### src/hdl/brau_pkg.sv
// Shared types and codes for the bitmap run allocator.
`timescale 1ns / 1ps
package brau_pkg;
    typedef enum logic [1:0] {
        STATUS_OK      = 2'd0,
        STATUS_ZERO    = 2'd1,
        STATUS_NOSPACE = 2'd2
    } status_t;

    localparam int REQ_W     = 20;
    localparam int ADDR_W    = 32;
    localparam int AREA_W    = 9;
    localparam int AREA_RST  = 256;
    localparam int CFG_IDX_W = 8;
    localparam int CFG_DAT_W = 32;

    localparam logic [CFG_IDX_W-1:0] REG_BASE_ADDRESS = 8'd0;
    localparam logic [CFG_IDX_W-1:0] REG_AREA_BYTES   = 8'd1;
endpackage

### src/hdl/bitmap_run_allocator_unit.sv
// Top level of the first-fit bitmap run allocator.
//
// Requests arrive on the s_ stream: tdata holds request_bytes (20 bits, zero
// padded to 24). Each request yields exactly one result on the m_ stream:
// tdata holds status (bits 1:0) and address (bits 33:2), padded to 40 bits.
// The cfg_ channel writes base_address (index 0) or area_bytes (index 1);
// other indexes are ignored. Write configuration only while idle.
// One request is handled at a time; a zero-size request skips the map.
// Otherwise the occupancy map memory is scanned byte by byte (read, then
// check eight blocks) over at most area_bytes bytes (capped at MAP_BYTES);
// a hit then rewrites each touched byte (read, then set the run's bits).
// After reset a clearing pass zeroes all MAP_BYTES map bytes; s_tready
// stays low during it. A result waits in the output register while the
// receiver stalls; the next request is not taken until that result leaves.
`timescale 1ns / 1ps
module bitmap_run_allocator_unit #(
    parameter int MAP_BYTES   = 256,
    parameter int BLOCK_SHIFT = 6
) (
    input  logic        aclk,
    input  logic        aresetn,
    input  logic        s_tvalid,
    output logic        s_tready,
    input  logic [23:0] s_tdata,   // request_bytes[19:0]
    output logic        m_tvalid,
    input  logic        m_tready,
    output logic [39:0] m_tdata,   // status[1:0], address[33:2]
    input  logic        cfg_valid,
    output logic        cfg_ready,
    input  logic [brau_pkg::CFG_IDX_W-1:0] cfg_index,
    input  logic [brau_pkg::CFG_DAT_W-1:0] cfg_data
);
    localparam int AW   = (MAP_BYTES > 1) ? $clog2(MAP_BYTES) : 1;
    localparam int NW0  = $clog2(MAP_BYTES + 1);
    localparam int NW   = (NW0 > brau_pkg::AREA_W) ? NW0 : brau_pkg::AREA_W;
    localparam int BW   = AW + 3;
    localparam int CW   = brau_pkg::REQ_W - BLOCK_SHIFT;
    localparam int SW   = (BW > CW) ? BW : CW;

    typedef enum logic [2:0] {
        ST_CLR, ST_IDLE, ST_SREAD, ST_SCHK, ST_WREAD, ST_WMOD, ST_FIN
    } state_t;

    state_t                  state_reg;
    logic [NW-1:0]           idx_reg;
    logic [CW-1:0]           count_reg;
    logic [CW-1:0]           run_reg;
    logic [BW-1:0]           start_reg;
    logic [BW-1:0]           end_reg;
    logic [31:0]             base_reg;
    logic [brau_pkg::AREA_W-1:0] area_reg;
    brau_pkg::status_t       res_status_reg;
    logic                    out_valid_reg;
    brau_pkg::status_t       out_status_reg;
    logic [31:0]             out_addr_reg;

    logic                    wr_en;
    logic [AW-1:0]           wr_addr;
    logic [7:0]              wr_data;
    logic [AW-1:0]           rd_addr;
    logic [7:0]              rd_data;

    logic [NW-1:0]           lim;
    logic [CW-1:0]           run_next;
    logic                    hit;
    logic [BW-1:0]           hit_end;
    logic [7:0]              mask;
    logic [CW-1:0]           req_count;
    logic [SW-1:0]           start_wide;

    brau_ram #(.WIDTH(8), .DEPTH(MAP_BYTES), .AW(AW)) u_map (
        .aclk    (aclk),
        .wr_en   (wr_en),
        .wr_addr (wr_addr),
        .wr_data (wr_data),
        .rd_addr (rd_addr),
        .rd_data (rd_data)
    );

    assign s_tready  = (state_reg == ST_IDLE) && !out_valid_reg;
    assign cfg_ready = 1'b1;
    assign m_tvalid  = out_valid_reg;
    assign m_tdata   = {6'd0, out_addr_reg, out_status_reg};
    assign req_count = s_tdata[brau_pkg::REQ_W-1:BLOCK_SHIFT];

    always_comb begin
        if (NW'(area_reg) > NW'(MAP_BYTES)) begin
            lim = NW'(MAP_BYTES);
        end else begin
            lim = NW'(area_reg);
        end
    end

    // scan eight blocks of the current byte, lowest block in the MSB
    always_comb begin
        logic [CW-1:0] r;
        logic          h;
        logic [BW-1:0] e;
        r = run_reg;
        h = 1'b0;
        e = end_reg;
        for (int k = 0; k < 8; k++) begin
            if (!h) begin
                if (rd_data[7-k]) begin
                    r = '0;
                end else begin
                    r = r + CW'(1);
                    if (r == count_reg) begin
                        h = 1'b1;
                        e = {idx_reg[AW-1:0], 3'(k)};
                    end
                end
            end
        end
        run_next = r;
        hit      = h;
        hit_end  = e;
    end

    assign start_wide = SW'(hit_end) + SW'(1) - SW'(count_reg);

    always_comb begin
        logic [BW-1:0] blk;
        blk  = '0;
        mask = '0;
        for (int k = 0; k < 8; k++) begin
            blk = {idx_reg[AW-1:0], 3'(k)};
            mask[7-k] = (blk >= start_reg) && (blk <= end_reg);
        end
    end

    always_comb begin
        wr_en   = 1'b0;
        wr_addr = idx_reg[AW-1:0];
        wr_data = 8'd0;
        rd_addr = idx_reg[AW-1:0];
        unique case (state_reg)
            ST_CLR: begin
                wr_en = 1'b1;
            end
            ST_WMOD: begin
                wr_en   = 1'b1;
                wr_data = rd_data | mask;
            end
            default: begin
            end
        endcase
    end

    always_ff @(posedge aclk) begin
        if (!aresetn) begin
            state_reg     <= ST_CLR;
            idx_reg       <= '0;
            run_reg       <= '0;
            base_reg      <= '0;
            area_reg      <= brau_pkg::AREA_W'(brau_pkg::AREA_RST);
            out_valid_reg <= 1'b0;
        end else begin
            if (cfg_valid && cfg_ready) begin
                if (cfg_index == brau_pkg::REG_BASE_ADDRESS) begin
                    base_reg <= cfg_data;
                end else if (cfg_index == brau_pkg::REG_AREA_BYTES) begin
                    area_reg <= cfg_data[brau_pkg::AREA_W-1:0];
                end
            end
            if (m_tvalid && m_tready) begin
                out_valid_reg <= 1'b0;
            end
            unique case (state_reg)
                ST_CLR: begin
                    if (idx_reg == NW'(MAP_BYTES - 1)) begin
                        state_reg <= ST_IDLE;
                    end
                    idx_reg <= idx_reg + NW'(1);
                end
                ST_IDLE: begin
                    if (s_tvalid && s_tready) begin
                        count_reg <= req_count;
                        idx_reg   <= '0;
                        run_reg   <= '0;
                        if (req_count == '0) begin
                            res_status_reg <= brau_pkg::STATUS_ZERO;
                            state_reg      <= ST_FIN;
                        end else begin
                            state_reg <= ST_SREAD;
                        end
                    end
                end
                ST_SREAD: begin
                    if (idx_reg >= lim) begin
                        res_status_reg <= brau_pkg::STATUS_NOSPACE;
                        state_reg      <= ST_FIN;
                    end else begin
                        state_reg <= ST_SCHK;
                    end
                end
                ST_SCHK: begin
                    run_reg <= run_next;
                    if (hit) begin
                        end_reg   <= hit_end;
                        start_reg <= start_wide[BW-1:0];
                        idx_reg   <= NW'(start_wide[BW-1:3]);
                        state_reg <= ST_WREAD;
                    end else begin
                        idx_reg   <= idx_reg + NW'(1);
                        state_reg <= ST_SREAD;
                    end
                end
                ST_WREAD: begin
                    state_reg <= ST_WMOD;
                end
                ST_WMOD: begin
                    if (idx_reg[AW-1:0] == end_reg[BW-1:3]) begin
                        res_status_reg <= brau_pkg::STATUS_OK;
                        state_reg      <= ST_FIN;
                    end else begin
                        idx_reg   <= idx_reg + NW'(1);
                        state_reg <= ST_WREAD;
                    end
                end
                ST_FIN: begin
                    if (!out_valid_reg || m_tready) begin
                        out_valid_reg  <= 1'b1;
                        out_status_reg <= res_status_reg;
                        if (res_status_reg == brau_pkg::STATUS_OK) begin
                            out_addr_reg <= base_reg
                                + 32'(64'(start_reg) << BLOCK_SHIFT);
                        end else begin
                            out_addr_reg <= '0;
                        end
                        idx_reg   <= '0;
                        state_reg <= ST_IDLE;
                    end
                end
                default: begin
                    state_reg <= ST_IDLE;
                end
            endcase
        end
    end

    a_err_addr_zero: assert property (@(posedge aclk) disable iff (!aresetn)
        m_tvalid && (out_status_reg != brau_pkg::STATUS_OK) |-> out_addr_reg == '0)
        else $error("error result carries a non-zero address");

    a_no_accept_in_clear: assert property (@(posedge aclk) disable iff (!aresetn)
        (state_reg == ST_CLR) |-> !s_tready)
        else $error("request taken during clearing pass");

    a_write_in_range: assert property (@(posedge aclk) disable iff (!aresetn)
        (state_reg == ST_WMOD) |-> (idx_reg[AW-1:0] >= start_reg[BW-1:3])
            && (idx_reg[AW-1:0] <= end_reg[BW-1:3]))
        else $error("map write outside the allocated run");

    a_fin_to_out: assert property (@(posedge aclk) disable iff (!aresetn)
        (state_reg == ST_FIN) && (!out_valid_reg || m_tready) |=> m_tvalid)
        else $error("finished result not presented");
endmodule

### src/hdl/brau_ram.sv
// Generic simple dual-port RAM with registered read.
`timescale 1ns / 1ps
module brau_ram #(
    parameter int WIDTH = 8,
    parameter int DEPTH = 256,
    parameter int AW    = 8
) (
    input  logic             aclk,
    input  logic             wr_en,
    input  logic [AW-1:0]    wr_addr,
    input  logic [WIDTH-1:0] wr_data,
    input  logic [AW-1:0]    rd_addr,
    output logic [WIDTH-1:0] rd_data
);
    logic [WIDTH-1:0] mem [DEPTH];

    always_ff @(posedge aclk) begin
        if (wr_en) begin
            mem[wr_addr] <= wr_data;
        end
        rd_data <= mem[rd_addr];
    end
endmodule

### config.mk
export PLATFORM = sky130hd
export DESIGN_NAME = bitmap_run_allocator_unit
export DESIGN_NICKNAME = d
export VERILOG_FILES = /design/src/hdl/brau_pkg.sv /design/src/hdl/bitmap_run_allocator_unit.sv /design/src/hdl/brau_ram.sv
export SDC_FILE = /design/constraint.sdc
export NUM_CORES = 2
export LEC_CHECK = 0
export BUFFER_PORTS_ARGS = -buffer_cell sky130_fd_sc_hd__buf_2
export CAP_MARGIN = 30
export CORE_ASPECT_RATIO = 1.5
export CORE_MARGIN = 3
export CORE_UTILIZATION = 27
export DETAILED_ROUTE_END_ITERATION = 12
export SLEW_MARGIN = 10
export SYNTH_ARGS = -nofsm -noshare
export SYNTH_HDL_FRONTEND = slang
export SYNTH_HIERARCHICAL = 1
export SYNTH_SLANG_ARGS = --single-unit
### constraint.sdc
create_clock -name aclk -period 17.27 [get_ports aclk]
set_clock_uncertainty 0.05 [all_clocks]
set_input_delay 1.727 -clock aclk [delete_from_list [all_inputs] [get_ports aclk]]
set_output_delay 1.727 -clock aclk [all_outputs]
set_load 0.01 [all_outputs]
Yosys cells after proc, flatten, opt, wreduce, memory -nomap -nowiden

Memories as Yosys holds them, arrays and structs flattened. A register that Yosys moved wholly into a read port is not among the register bits.
Cells that the tools add are included.

Bits in registers: 140
Memory bits (writable): 2048
Bits of input ports: 69
Output and inout port bits: 43
Memories kept: 1

Memories:

| memory    | depth | width | rd ports | clocked after memory_dff | write ports | line           | text |
|---|---|---|---|---|---|---|---|
| u_map.mem | 256   | 8     | 1        | 1                        | 1           | brau_ram.sv:15 | `logic [WIDTH-1:0] mem [DEPTH];` |

Add/subtract/negate cells: 12
$lt $le $gt $ge: 18
Eq/ne operators: 24
Multiplexer cells: 89
Bitwise logic cells: 2
Reductions and logical operators: 30

Operators by type and width:

| kind                  | count |
|---|---|
| $mux 11               | 23 |
| $mux 14               | 16 |
| $add 14x1->14 const B | 8 |
| $eq 14x14->1          | 8 |
| $ge 11x11->1          | 8 |
| $le 11x11->1          | 8 |
| $mux 9                | 5 |
| $pmux 9 s5            | 1 |
| $add 32x17->32        | 1 |
| $mux 1                | 29 |
| $pmux 14 s2           | 1 |
| $pmux 3 s7            | 1 |
| $mux 3                | 6 |
| $reduce_and 3->1      | 5 |
| $logic_not 14->1      | 1 |
| $add 11x1->11 const B | 1 |
| $logic_and 1x1->1     | 11 |
| $sub 11x11->11        | 1 |
| $mux 2                | 5 |
| $ne 2x2->1 const B    | 5 |
| $add 9x1->9 const B   | 1 |
| $eq 3x3->1 const B    | 3 |
| $eq 9x8->1 const B    | 1 |
| $ge 9x9->1            | 1 |
| 22 further kinds      | 25 |

Depth between registers and ports, before layout

Depth in word-level cells: 29
Gate-level depth with buffers: 74
Mapped depth without buffers: 64

Cells and area by module

Netlist, hierarchy kept.

By module, submodules not included:

| module                    | times used | cells each | area each (um2) | sequential area each (um2) |
|---|---|---|---|---|
| brau_ram                  | 1          | 3733       | 79556.3         | 61659.1 |
| bitmap_run_allocator_unit | 1          | 2281       | 17515.5         | 3523.4 |

Worst setup path after synthesis

No wires, ideal clock.

Kind: register to register
Start: register run_reg[0]
End: register idx_reg[7]
Library setup time: 81 ps
Arrival time: 14122 ps
Required time: 17139 ps
Path slack: 3017 ps
Stages on the path, launching flop included: 70
Path buffers: 11
Period minus slack after synthesis: 14253 ps
Cell sequence: dfxtp_1 ha_1 nand4_2 or4_1 a22oi_2 nor4b_4 and3_1 buf_4 buf_6 clkbuf_1 a21oi_1 nor2_1 ha_1 clkbuf_1 and4b_1 nand4_1 or2_2 nor2_1 (+34 left out) o21ai_2 buf_6 buf_6 nor3_1 a21oi_1 ha_1 ha_1 a21oi_1 o21bai_1 a21oi_1 o21bai_1 a21oi_1 o21bai_1 a21oi_1 xnor2_1 xor2_1 nand3_1 a41oi_1

Longest elaborated chain between the ends: 29
Elaborated cells between the ends (all ways): 79
Classes of those cells: add/sub: 10; eq/ne: 8; mux: 61

RTL lines:

| item                                           | line                                                               | text |
|---|---|---|
| start, declared                                | bitmap_run_allocator_unit.sv:47                                    | `logic [CW-1:0] run_reg;` |
| start signal, assigned                         | bitmap_run_allocator_unit.sv:198                                   | `run_reg <= run_next;` |
| $add 14x1->14 (*)                              | bitmap_run_allocator_unit.sv:107                                   | `r = r + CW'(1);` |
| $mux 14 / $eq 14x14->1 (equally long branches) | bitmap_run_allocator_unit.sv:104, bitmap_run_allocator_unit.sv:108 |  |
| $add 14x1->14, or another cell as far along    | bitmap_run_allocator_unit.sv:107                                   |  |
| $mux 14, or another cell as far along          | bitmap_run_allocator_unit.sv:104                                   | `if (rd_data[7-k]) begin` |
| $mux 14, or another cell as far along          | bitmap_run_allocator_unit.sv:103                                   | `if (!h) begin` |
| $add 14x1->14, or another cell as far along    | bitmap_run_allocator_unit.sv:107                                   |  |
| $mux 14, or another cell as far along          | bitmap_run_allocator_unit.sv:104                                   |  |
| $mux 14, or another cell as far along          | bitmap_run_allocator_unit.sv:103                                   |  |
| (+14 left out)                                 | n/a                                                                |  |
| $mux 11                                        | bitmap_run_allocator_unit.sv:108                                   | `if (r == count_reg) begin` |
| $mux 11                                        | bitmap_run_allocator_unit.sv:104                                   |  |
| $mux 11 (*)                                    | bitmap_run_allocator_unit.sv:103                                   |  |
| via hit_end[3]                                 | bitmap_run_allocator_unit.sv:66                                    | `logic [BW-1:0] hit_end;` |
| $add 11x1->11 (*)                              | bitmap_run_allocator_unit.sv:120                                   | `assign start_wide = SW'(hit_end) + SW'(1) - SW'(count_reg);` |
| $sub 11x11->11 (*)                             | bitmap_run_allocator_unit.sv:120                                   |  |
| $mux 9 (*)                                     | bitmap_run_allocator_unit.sv:199                                   | `if (hit) begin` |
| $pmux 9 s5 (*)                                 | bitmap_run_allocator_unit.sv:169                                   | `unique case (state_reg)` |
| end signal, assigned                           | bitmap_run_allocator_unit.sv:174                                   | `idx_reg <= idx_reg + NW'(1);` |
| end signal, assigned                           | bitmap_run_allocator_unit.sv:202                                   | `idx_reg <= NW'(start_wide[BW-1:3]);` |
| end signal, assigned                           | bitmap_run_allocator_unit.sv:205                                   | `idx_reg <= idx_reg + NW'(1);` |
| end, declared                                  | bitmap_run_allocator_unit.sv:45                                    | `logic [NW-1:0] idx_reg;` |

The timed path passes the listed nets; every way through them passes the cells marked *.
A chain may end at the register's enable or synchronous reset.

Final worst setup path

Start: register run_reg[1]
End: register idx_reg[7]

The elaborated chain is that of the path after synthesis.

==> impl_results.md <==
* Die ar. at 367000 um^2
* Critical R2R Capture: idx_reg[7]
* Static leakage at 0.0294 uW
* Worst hold path cell count at 2
* Clk Latency, worst-skew pair at 0.86 ns
* Internal at 8540 uW
* Via Count at 56739
* Gate Count Post-Synth at 6014
* Synthesis-to-layout area growth at 13.5%
* Clock Sinks at approximately 2200
* CTS Buf Count at 200
* Final Instance Area at around 110000 um^2
* DRC Markers at 0
* Initial antenna violation count at 2
* Data arrival time of the worst path at around 17 ns
* Top-area cell type share of the netlist area at 65.6%
* DRT Pass-1 Iters at 6
* Worst-Margin Slew at 1.09 ns
* CTS tree: built
* Slew margin rel. at 27.4%
* Hpwl dp at between 150 and 200 mm
* Footprint of the multi-input gates at 29600 um^2
* Yosys warnings at 6
* Crit-path slowest cell: or4_1
* Hold worst-path end: base_reg[3]
* Most common cell in the netlist: edfxtp_1
* Vias in the first global route at 57583
* CP Launch Type: flop
* CP max stage delay at 0.72 ns
* Synth Register Bits at 2196
* Final setup violation count at 0
* RSZ-0062 raised after global routing: no
* Syn avg cell area at roughly 16 um^2
* Setup WS pre-CTS at between 1.5 and 2 ns
* Antenna-violating nets left at 0
* Max FFs per register at a little over 2000
* Flip-flop and latch area at about 65000 um^2
* Die X at ~500 um
* Fin crit period at ~16 ns
* Die H at 740 um
* Clock network power share at 41.1%
* RR Startpoint: run_reg[1]
* Origin of the worst setup path: run_reg[1]
* Yosys cell types at 140
* Min-delay src: base_reg[3]
* Max IR drop VDD at 0.0752 mV
* Crit end category: flop
* Ratio of cells with drive above 1 in the final layout at 19.5%
* First-pass GRT wire length at between 300 and 400 mm
* Crit-path max FO at 23
* Max Clock Freq at 63.0 MHz
* MaxCap Viol Count at 0
* Initial core utilization at 27.1%
* Core box area at 358000 um^2
* Post-CTS sizing at 0
* Status: finished clean
* Seq pwr share at 53.1%
* Post-synth ARST share at 0%
* GRT Overall Usage at 14.2%
* Std cell rows at 269
* Final Net Count at 6302
* Initial DRC count at around 5500
* Top-Level Pins at around 110
* Cell taking the most area after synthesis: edfxtp_1
* # hold bufs at CTS at 0
* Sequential fraction of the synthesis area at 67.1%
* Power Density at 98.8 nW/um^2
* Final Slew Violations at 0
* Post-synth EDFFs at between 2000 and 2500
* Placed cell count at 10687
* Count of port buffers added during placement at 94
* Post-synth top cells: 2120 x edfxtp_1, 472 x nor2_1, 454 x mux4_2
* Bufs on Longest Clock Path at 4
* Worst R2R Path Depth at 64
* Largest net degree at the start of global routing at 218
* Number of fill cells at roughly 35000
* WL final at 270 mm
* Final hold vios at 0
* Post-synth top flop: edfxtp_1
* GPL Wtd Cong at 0.906
* R2R Setup Slk at 1.38 ns
* Cell mode on critical path: a21oi_1
* Crit share post-route at just over 90%
* Final Non-Filler Cells at 11064
* Synth top area cells: edfxtp_1 66%, mux4_2 11%, nor2_1 1.8%
* Root Driver: clkbuf_16
* CP required at 17.95 ns
* Fraction of power spent switching nets at 21.6%
* Area of the mapped netlist at between 90000 and 100000 um^2
* Cell Area, Placed at between 100000 and 150000 um^2
* H-tree levels at 4
* Hold WC Path Type: flop to flop
* WS Path Type: flop to flop
* Final worst slack at 1.38 ns
* Postcts setup bufs at 0
* TNS Setup at 0 ns
* Logic pwr share at 5.8%
* Grt ovf at 0
* Net Sw Power at 2350 uW
* DR WL/cell at around 24 um
* Via/cell ratio at ~5
* Reg clk slew, reported paths at 0.07 ns
[layout by cell type, fill, tap and decap left out, types with 39 or more instances in the layout]
cell,netlist,routed
nor3_1,107,104
and3_1,40,40
buf_2,67,96
clkinv_1,5,43
nor4_1,74,68
a22oi_1,152,152
clkbuf_1,203,40
buf_4,37,196
nor2_1,472,460
mux4_2,454,454
o221ai_1,52,52
clkbuf_16,0,204
a21boi_0,39,39
o21ai_0,101,101
a21oi_1,212,211
nand2_1,256,255
o22ai_1,47,47
a211oi_1,40,40
edfxtp_1,2120,2120
dfxtp_1,76,70
nor2b_1,68,65
nand4_1,52,52
xnor2_1,129,129
nand3_1,123,120
ha_1,66,66
inv_1,78,78
mux2i_1,170,170
[metal layers]
layer	wire length, um	up-vias	global-route usage [%]
met5	0	-	0
met2	141000	2224	25.6
li1	-	24552	-
met3	15200	593	1.74
met1	97800	29370	16.2
met4	16000	0	7.88
[worst max-delay path: cells and delay by family (launching register included)]
| family | cells | cell delay [ns] |
|---|---|---|
| buf+inv | 4 | 0.77 |
| flops | 1 | 0.34 |
| compound gates | 25 | 4.98 |
| simple gates | 26 | 6.72 |
| xor+xnor | 2 | 0.35 |
| mux | 1 | 0.35 |
| fa+ha+maj | 6 | 2.17 |
[how the worst max path moves through the flow]
stage | slack (ns) | cells after the start | to
final | 1.38 | 64 | idx_reg[7]
after global placement | 1.47 | 64 | idx_reg[7]
after global routing | 0.23 | 64 | idx_reg[7]
after floorplan | 3.02 | 69 | idx_reg[7]
after detailed placement | 1.69 | 64 | idx_reg[7]
after CTS | 1.58 | 64 | idx_reg[7]
[metrics by stage]
step | util [%] | hold WS (ns) | power [uW]
after detailed placement | 28.9 | 0.406 | 6520
after global routing | 30.8 | 0.430 | 11200
final | 30.8 | 0.410 | 10900
after global placement | 28.8 | 0.397 | 6520
after floorplan | - | 0.389 | 6330
after CTS | 30.7 | 0.416 | 11000
[cells by family after synthesis]
kind of cell	after synthesis	synth area share [%]
flops	2196	67.1
mux	650	12.6
other cells	2	0.00774
fa+ha+maj	68	0.892
xor+xnor	158	1.55
buf+inv	468	2.53
simple gates	1442	7.61
compound gates	1030	7.63
[power by group through the flow]
stage               Sequential [uW]  Clock, uW  Combinational (uW)
floorplan                      5880          0                 446
global placement               5890          0                 625
detailed placement             5890          0                 630
CTS                            5780       4580                 632
global route                   5770       4770                 669
finish                         5780       4480                 632
[area by class of cell]
cell class | count | area share, %
Clock buffer | 245 | 4.78
Clock inverter | 110 | 1.13
Timing Repair Buffer | 327 | 2.37
Sequential cell | 2196 | 59.2
Multi-Input combinational cell | 3355 | 26.9
Antenna cell | 4 | 0.00908
Inverter | 85 | 0.289
Tap cell | 4742 | 5.38
Note: power is estimated with default switching activity, not from simulation.
